[config.mk]
export PLATFORM = sky130hd
export DESIGN_NAME = rfid_frame_align_parity_check_unit_flat
export DESIGN_NICKNAME = d
export VERILOG_FILES = /design/src/rtl/rfap_pkg.sv /design/src/rtl/rfap_in_if.sv /design/src/rtl/rfap_out_if.sv /design/src/rtl/rfid_frame_align_parity_check_unit.sv /design/src/flat_wrapper.sv
export SDC_FILE = /design/constraint.sdc
export NUM_CORES = 1
export LEC_CHECK = 0
export BUFFER_PORTS_ARGS = -buffer_cell sky130_fd_sc_hd__buf_2
export CORE_MARGIN = 2
export CORE_UTILIZATION = 55
export CTS_BUF_LIST = sky130_fd_sc_hd__clkbuf_16
export DETAILED_ROUTE_END_ITERATION = 12
export PLACE_DENSITY = 0.91
export RECOVER_POWER = 100
export SLEW_MARGIN = 20
export SYNTH_ARGS = -nofsm -noshare
export SYNTH_HDL_FRONTEND = slang
export SYNTH_SLANG_ARGS = --single-unit
[constraint.sdc]
create_clock -name clk -period 7.2 [get_ports clk]
set_clock_uncertainty 0.15 [all_clocks]
set_input_delay 0.36 -clock clk [delete_from_list [all_inputs] [get_ports clk]]
set_output_delay 0.36 -clock clk [all_outputs]
set_load 0.05 [all_outputs]
[src/rtl/rfap_pkg.sv]
// shared constants for the tag frame header alignment and parity check
`timescale 1ns / 1ps

package rfap_pkg;

  localparam int FRAME_LEN   = 64;
  localparam int HEADER_BITS = 9;
  localparam int ROW_COUNT   = 10;
  localparam int ROW_STRIDE  = 5;
  localparam int ROT_W       = $clog2(FRAME_LEN);

  // top HEADER_BITS bits set
  localparam logic [FRAME_LEN-1:0] HDR_MASK = ~({FRAME_LEN{1'b1}} >> HEADER_BITS);

  // column parity bits within the lowest group of ROW_STRIDE bits
  localparam logic [ROW_STRIDE-1:0] COLUMN_MASK = 5'h1E;

  typedef logic [FRAME_LEN-1:0] frame_t;

endpackage

[src/rtl/rfap_in_if.sv]
// input channel carrying one raw captured frame per transaction
`timescale 1ns / 1ps

interface rfap_in_if;
  logic           valid;
  logic           ready;
  rfap_pkg::frame_t frame_in;

  modport source (output valid, output frame_in, input ready);
  modport sink   (input valid, input frame_in, output ready);
endinterface

[src/rtl/rfap_out_if.sv]
// result channel carrying the aligned frame and its status flags
`timescale 1ns / 1ps

interface rfap_out_if;
  logic             valid;
  logic             ready;
  rfap_pkg::frame_t aligned_frame;
  logic             header_found;
  logic             was_inverted;
  logic             frame_valid;

  modport source (output valid, output aligned_frame, output header_found,
                  output was_inverted, output frame_valid, input ready);
  modport sink   (input valid, input aligned_frame, input header_found,
                  input was_inverted, input frame_valid, output ready);
endinterface

[src/rtl/rfid_frame_align_parity_check_unit.sv]
// top level: header search by single-bit rotation, then row and column parity check
`timescale 1ns / 1ps

// Takes one raw 64-bit circular tag capture per transaction on in_if and returns
// one result transaction on out_if: the frame rotated so the all-ones header sits
// in the top bits (inverted when only the inverted capture holds a header, and the
// plain inverted capture when neither does), a header found flag, an inverted
// flag, and a frame valid flag that is set only when the header was found and all
// ten row parities and four column parities are even. The search runs on one
// shared rotate-by-one and header compare unit, one rotation per cycle: rotations
// 0..63 of the capture, then rotations 0..63 of its inverse, stopping at the first
// header hit. The parity check follows in the check state, which holds until the
// output register is free. in_if.ready is high only while the unit is idle, one
// capture at a time. The result sits in an output register, so a new capture may
// be accepted while the previous result still waits for out_if.ready. No state
// carries from one transaction to the next, and there is no configuration.
module rfid_frame_align_parity_check_unit (
  input  logic        clk,
  input  logic        rst_n,
  rfap_in_if.sink     in_if,
  rfap_out_if.source  out_if
);

  typedef enum logic [2:0] {
    ST_IDLE   = 3'b001,
    ST_SEARCH = 3'b010,
    ST_CHECK  = 3'b100
  } state_t;

  state_t                     state_r, state_nxt;
  logic [rfap_pkg::ROT_W-1:0] rot_cnt_r, rot_cnt_nxt;
  logic                       pass_r, pass_nxt;      // 1 during the inverted pass
  logic                       found_r, found_nxt;
  rfap_pkg::frame_t           word_r, word_nxt;

  logic                       out_valid_r, out_valid_nxt;
  rfap_pkg::frame_t           out_frame_r;
  logic                       out_found_r;
  logic                       out_inv_r;
  logic                       out_ok_r;

  // shared unit: header compare and rotate left by one
  logic                       hdr_hit;
  rfap_pkg::frame_t           word_rot;

  // parity check of the held word
  logic [rfap_pkg::ROW_STRIDE-1:0] col_acc;
  logic                            rows_ok;
  logic                            parity_ok;

  logic in_fire;
  logic out_fire;
  logic load_out;

  assign hdr_hit  = (word_r & rfap_pkg::HDR_MASK) == rfap_pkg::HDR_MASK;
  assign word_rot = {word_r[rfap_pkg::FRAME_LEN-2:0], word_r[rfap_pkg::FRAME_LEN-1]};

  // each row is data bits over an even parity bit, so the five bits xor to zero
  always_comb begin
    col_acc = '0;
    rows_ok = 1'b1;
    for (int k = 0; k < rfap_pkg::ROW_COUNT; k++) begin
      col_acc = col_acc ^ word_r[rfap_pkg::ROW_STRIDE*(k+1) +: rfap_pkg::ROW_STRIDE];
      if (^word_r[rfap_pkg::ROW_STRIDE*(k+1) +: rfap_pkg::ROW_STRIDE]) begin
        rows_ok = 1'b0;
      end
    end
  end

  assign parity_ok = rows_ok &&
                     ((col_acc & rfap_pkg::COLUMN_MASK) ==
                      (word_r[rfap_pkg::ROW_STRIDE-1:0] & rfap_pkg::COLUMN_MASK));

  assign in_fire  = in_if.valid && in_if.ready;
  assign out_fire = out_valid_r && out_if.ready;
  // result moves to the output register once the previous one is gone
  assign load_out = (state_r == ST_CHECK) && (!out_valid_r || out_if.ready);

  // sequencer
  always_comb begin
    state_nxt   = state_r;
    rot_cnt_nxt = rot_cnt_r;
    pass_nxt    = pass_r;
    found_nxt   = found_r;
    word_nxt    = word_r;
    case (state_r)
      ST_IDLE: begin
        if (in_fire) begin
          word_nxt    = in_if.frame_in;
          rot_cnt_nxt = '0;
          pass_nxt    = 1'b0;
          found_nxt   = 1'b0;
          state_nxt   = ST_SEARCH;
        end
      end
      ST_SEARCH: begin
        if (hdr_hit) begin
          found_nxt = 1'b1;
          state_nxt = ST_CHECK;
        end else if (rot_cnt_r == rfap_pkg::ROT_W'(rfap_pkg::FRAME_LEN - 1)) begin
          // full turn done, word_rot is the pass start word again
          word_nxt    = ~word_rot;
          rot_cnt_nxt = '0;
          if (pass_r) begin
            // no header in either polarity, word holds the inverted capture
            word_nxt  = word_rot;
            state_nxt = ST_CHECK;
          end else begin
            pass_nxt = 1'b1;
          end
        end else begin
          word_nxt    = word_rot;
          rot_cnt_nxt = rot_cnt_r + 1'b1;
        end
      end
      ST_CHECK: begin
        if (load_out) begin
          state_nxt = ST_IDLE;
        end
      end
      default: begin
        state_nxt = ST_IDLE;
      end
    endcase
  end

  // output register occupancy
  always_comb begin
    out_valid_nxt = out_valid_r;
    if (out_fire) begin
      out_valid_nxt = 1'b0;
    end
    if (load_out) begin
      out_valid_nxt = 1'b1;
    end
  end

  always_ff @(posedge clk) begin
    if (!rst_n) begin
      state_r     <= ST_IDLE;
      out_valid_r <= 1'b0;
    end else begin
      state_r     <= state_nxt;
      out_valid_r <= out_valid_nxt;
    end
  end

  // datapath and result payload, no reset needed
  always_ff @(posedge clk) begin
    rot_cnt_r <= rot_cnt_nxt;
    pass_r    <= pass_nxt;
    found_r   <= found_nxt;
    word_r    <= word_nxt;
    if (load_out) begin
      out_frame_r <= word_r;
      out_found_r <= found_r;
      out_inv_r   <= pass_r;
      out_ok_r    <= found_r && parity_ok;
    end
  end

  assign in_if.ready          = (state_r == ST_IDLE);
  assign out_if.valid         = out_valid_r;
  assign out_if.aligned_frame = out_frame_r;
  assign out_if.header_found  = out_found_r;
  assign out_if.was_inverted  = out_inv_r;
  assign out_if.frame_valid   = out_ok_r;

`ifndef SYNTHESIS
  a_accept_starts_search: assert property (@(posedge clk) disable iff (!rst_n)
    in_fire |=> (state_r == ST_SEARCH) && (rot_cnt_r == '0) && !pass_r)
    else $error("accepted transaction did not start a fresh search");

  a_missing_header_means_inverted: assert property (@(posedge clk) disable iff (!rst_n)
    (out_valid_r && !out_found_r) |-> out_inv_r)
    else $error("header missing without the inverted pass");

  a_valid_needs_header: assert property (@(posedge clk) disable iff (!rst_n)
    (out_valid_r && out_ok_r) |-> out_found_r)
    else $error("frame valid without a header");

  a_header_aligned: assert property (@(posedge clk) disable iff (!rst_n)
    (out_valid_r && out_found_r) |->
      ((out_frame_r & rfap_pkg::HDR_MASK) == rfap_pkg::HDR_MASK))
    else $error("reported header not in the top bits");

  a_result_held_while_stalled: assert property (@(posedge clk) disable iff (!rst_n)
    (state_r == ST_CHECK && out_valid_r && !out_if.ready) |=> (state_r == ST_CHECK))
    else $error("check state left while the previous result was pending");
`endif

endmodule

[src/flat_wrapper.sv]
// flat-port wrapper written by rule: the top's interface ports become plain ports
module rfid_frame_align_parity_check_unit_flat 
  (clk, rst_n, in_if_valid, in_if_frame_in, in_if_ready, out_if_valid, out_if_aligned_frame, out_if_header_found, out_if_was_inverted, out_if_frame_valid, out_if_ready);
  rfap_in_if in_if_i ();
  rfap_out_if out_if_i ();
  input  logic clk;
  input  logic rst_n;
  input wire logic [$bits(in_if_i.valid)-1:0] in_if_valid;
  input wire logic [$bits(in_if_i.frame_in)-1:0] in_if_frame_in;
  output wire logic [$bits(in_if_i.ready)-1:0] in_if_ready;
  output wire logic [$bits(out_if_i.valid)-1:0] out_if_valid;
  output wire logic [$bits(out_if_i.aligned_frame)-1:0] out_if_aligned_frame;
  output wire logic [$bits(out_if_i.header_found)-1:0] out_if_header_found;
  output wire logic [$bits(out_if_i.was_inverted)-1:0] out_if_was_inverted;
  output wire logic [$bits(out_if_i.frame_valid)-1:0] out_if_frame_valid;
  input wire logic [$bits(out_if_i.ready)-1:0] out_if_ready;
  assign in_if_i.valid = in_if_valid;
  assign in_if_i.frame_in = in_if_frame_in;
  assign in_if_ready = in_if_i.ready;
  assign out_if_valid = out_if_i.valid;
  assign out_if_aligned_frame = out_if_i.aligned_frame;
  assign out_if_header_found = out_if_i.header_found;
  assign out_if_was_inverted = out_if_i.was_inverted;
  assign out_if_frame_valid = out_if_i.frame_valid;
  assign out_if_i.ready = out_if_ready;
  rfid_frame_align_parity_check_unit u_core (.clk(clk), .rst_n(rst_n), .in_if(in_if_i), .out_if(out_if_i));
endmodule
==> qor.txt <==
result of the run: finished, violations left
failing checks: max-capacitance violations, max-slew violations
end point of the most critical hold path: u_core.state_r[0]
number of hold-repair buffers added at the cts stage: 0
clock sink count: 143
number of cells on the worst reg-to-reg path: 7
final net count: 693
final number of max-transition violations: 46
multi-input logic area: 2190 um^2
area share of the largest cell type after synthesis: 63.6%
Initial Util: 57.0%
stages on the worst setup path: 7
DIE WIDTH: 113 um
IR Drop Worst-Case VDD: 275 uV
post-CTS setup-driven buffer insertion count: 0
Yosys top cell by area: sky130_fd_sc_hd__edfxtp_1
placed cell count: 748
WL/cell: 18.0 um
Hold Startpoint: rst_n
clock slew at reported path FFs: 0.06 ns
final HPWL from detailed placement: 9.23 mm
Area growth, synth to finish: 19.8%
Buf/Inv on CP: 1
IO buf count: 136
EDFF count, synth: 139
via count: 4263
Worst Hold Class: in2reg
adder-cell area share of the yosys netlist: 0.191%
GP Congestion: 0.812
number of violations reported at the end of detailed-routing iteration 0: 426
synthesized instance count: 485
Data arrival, critical path: 3.42 ns
Skew-Pair Late Insertion Delay: 0.41 ns
Mean Syn Cell Area: 13.5 um^2
design area: 7870 um^2
endpoint of the worst-slack reg-to-reg timing path: u_core.word_r[43]
flip-flop and latch count after synthesis: 143
actual transition at the worst max-transition pin: 2.53 ns
cell type group with the largest total delay on the critical path: simple AND/OR/NAND/NOR gates
area of placed instances: 7360 um^2
wire length of the first global-routing pass: 22.0 mm
netlist area before placement: 6570 um^2
total of max-cap violations: 1
share of post-route cells with drive strength above 1: 16.6%
count of non-filler cells in the finished layout: 780
proportion of synthesized chip area in sequential cells: 64.8%
worst rel slew slack: -68.6%
die area: 12800 um^2
final period demand of the worst path: 3.45 ns
Max clock buf depth: 2
number of buffers added by the clock tree synthesis step: 17
f_max: 290 MHz
largest net degree at the start of global routing: 135
xor-xnor portion of the synthesized cell area: 20.4%
Congestion Overflow GR: 0
post-CTS sizing: 0
power density of the placed cells: 540 nW/um^2
Core Rows: 39
Vert. Die Dim: 113 um
biggest area contributors in the synthesized netlist: sky130_fd_sc_hd__edfxtp_1 64%, sky130_fd_sc_hd__xnor2_1 16%, sky130_fd_sc_hd__o21ai_1 5.0%
Finish-stage setup viols: 0
Setup TNS: 0 ns
sort of element at the end of the critical path: flip-flop
final worst path period share: 48.0%
post-synthesis mux area share: 0%
Leakage: 2.82 nW
combinational family with the most area after synthesis: XOR/XNOR gates
Setup Crit Path Kind: reg2reg
clock tree from TritonCTS: built
post-detailed-route via-to-cell ratio: 5.47
kind of launch point of the worst setup path: flip-flop
core area: 11500 um^2
Synth Net Count: 554
fraction of registers with async set/reset: 0%
area fraction in and, or, nand and nor cells after synthesis: 6.53%
Yosys cell types: 30
slowest stage delay, CP: 0.83 ns
IO Count: 137
number of antenna violations at the first check in global routing: 0
global router's overall resource usage: 22.5%
ordered cell list for the critical path: ha_1, and3_1, nand3_1, nor2_1, buf_4, xnor2_1, o21ai_0
number of filler instances in the final layout: 789
required time of the worst setup path: 7.17 ns
clock root buffer: sky130_fd_sc_hd__clkbuf_16
reg-to-reg setup timing slack: 3.75 ns
Warnings, synthesis: 0
antenna cells: 0
most used flip-flop cell after synthesis: sky130_fd_sc_hd__edfxtp_1
number of failing hold endpoints at the final stage: 0
worst setup path start: u_core.rot_cnt_r[0]
worst hold path stage count: 2
maximum level of the CTS H-tree: 4
share of the synthesized area in compound gates (AO/OA/AOI/OAI): 6.00%
drt pass-1 iters: 5
total detailed-routing wirelength: 14.0 mm
via count of the first global-routing pass: 4289
Worst R2R Start: u_core.rot_cnt_r[0]
unrepaired setup endpoints after global routing: false
largest fanout on the critical path: 54
DRC violations left: 0
post-detailed-route count of antenna-violating nets: 0
Max stage delay cell, worst path: sky130_fd_sc_hd__nor2_1
FF/Latch Area: 4250 um^2
worst max-delay path by stage:
stage | to
finish | u_core.word_r[43]
global route | u_core.word_r[19]
CTS | u_core.word_r[44]
detailed placement | u_core.word_r[26]
global placement | u_core.word_r[26]
floorplan | u_core.out_if.aligned_frame[0]
sequential cells by signal, summed over array words and instances (netlist names):
signal,count
u_core.word_r,64
u_core.rot_cnt_r,6
u_core.found_r,1
u_core.out_if.header_found,1
u_core.pass_r,1
u_core.out_if.aligned_frame,64
u_core.out_if.frame_valid,1
u_core.out_if.valid,1
u_core.state_r,3
u_core.out_if.was_inverted,1
power breakdown:
part,switching [W],internal (W)
clock,0.000336,0.000579
sequential,0.000340,0.00137
combinational,0.000834,0.000794
stage by stage:
stage,util [%],worst slack [ns],hold WS (ns),power [W]
after floorplan,-,1.26,0.276,0.00300
after global placement,63.9,4.27,0.311,0.00327
after detailed placement,63.9,4.06,0.329,0.00336
after CTS,69.3,4.05,0.00924,0.00430
after global routing,68.3,3.50,0.0172,0.00447
final,68.3,3.75,0.0240,0.00425
area by class of cell:
type	instances	share of cell area (%)
clock buffer	17	5.41
clock inverter	15	2.45
inverter	4	0.191
multi-input combinational	318	27.8
sequential	143	54.1
tap	143	2.27
timing repair buffer	140	7.84
cells in the final DEF (no fill, tap or decap), types with 6 or more instances in the layout:
master,count
sky130_fd_sc_hd__buf_2,67
sky130_fd_sc_hd__nand2_1,68
sky130_fd_sc_hd__clkbuf_16,17
sky130_fd_sc_hd__clkbuf_1,71
sky130_fd_sc_hd__edfxtp_1,139
sky130_fd_sc_hd__nor2_1,14
sky130_fd_sc_hd__o21ai_0,62
sky130_fd_sc_hd__clkinv_2,6
sky130_fd_sc_hd__xnor2_1,119
sky130_fd_sc_hd__xor2_1,19
cells by family (layout without fill, tap and decap cells):
kind of cell | count (synthesis) | in the layout
XOR/XNOR | 144 | 144
flip-flops | 143 | 143
buffers and inverters | 24 | 176
AND/OR/NAND/NOR | 100 | 100
AO/OA/AOI/OAI | 73 | 73
adder cells (fa/ha/maj) | 1 | 1
synthesized netlist by cell type (4+ instances only):
library cell	instances
sky130_fd_sc_hd__buf_6	6
sky130_fd_sc_hd__clkbuf_1	14
sky130_fd_sc_hd__dfxtp_1	4
sky130_fd_sc_hd__edfxtp_1	139
sky130_fd_sc_hd__nand2_1	69
sky130_fd_sc_hd__nand4_1	4
sky130_fd_sc_hd__nor2_1	13
sky130_fd_sc_hd__o21ai_1	65
sky130_fd_sc_hd__xnor2_1	119
sky130_fd_sc_hd__xnor3_1	4
sky130_fd_sc_hd__xor2_1	19
layer usage:
| metal | vias to the layer above | GRT usage, % | part of all wire, % | wire [um] |
|---|---|---|---|---|
| met1 | 2058 | 29.4 | 41 | 5690 |
| li1 | 1977 | - | - | - |
| met2 | 206 | 37.4 | 51 | 7110 |
| met3 | 22 | 5.52 | 7.1 | 993 |
| met4 | 0 | 6.91 | 1.7 | 238 |
| met5 | - | 0 | 0 | 0 |
(Power assumes the default switching activity.)
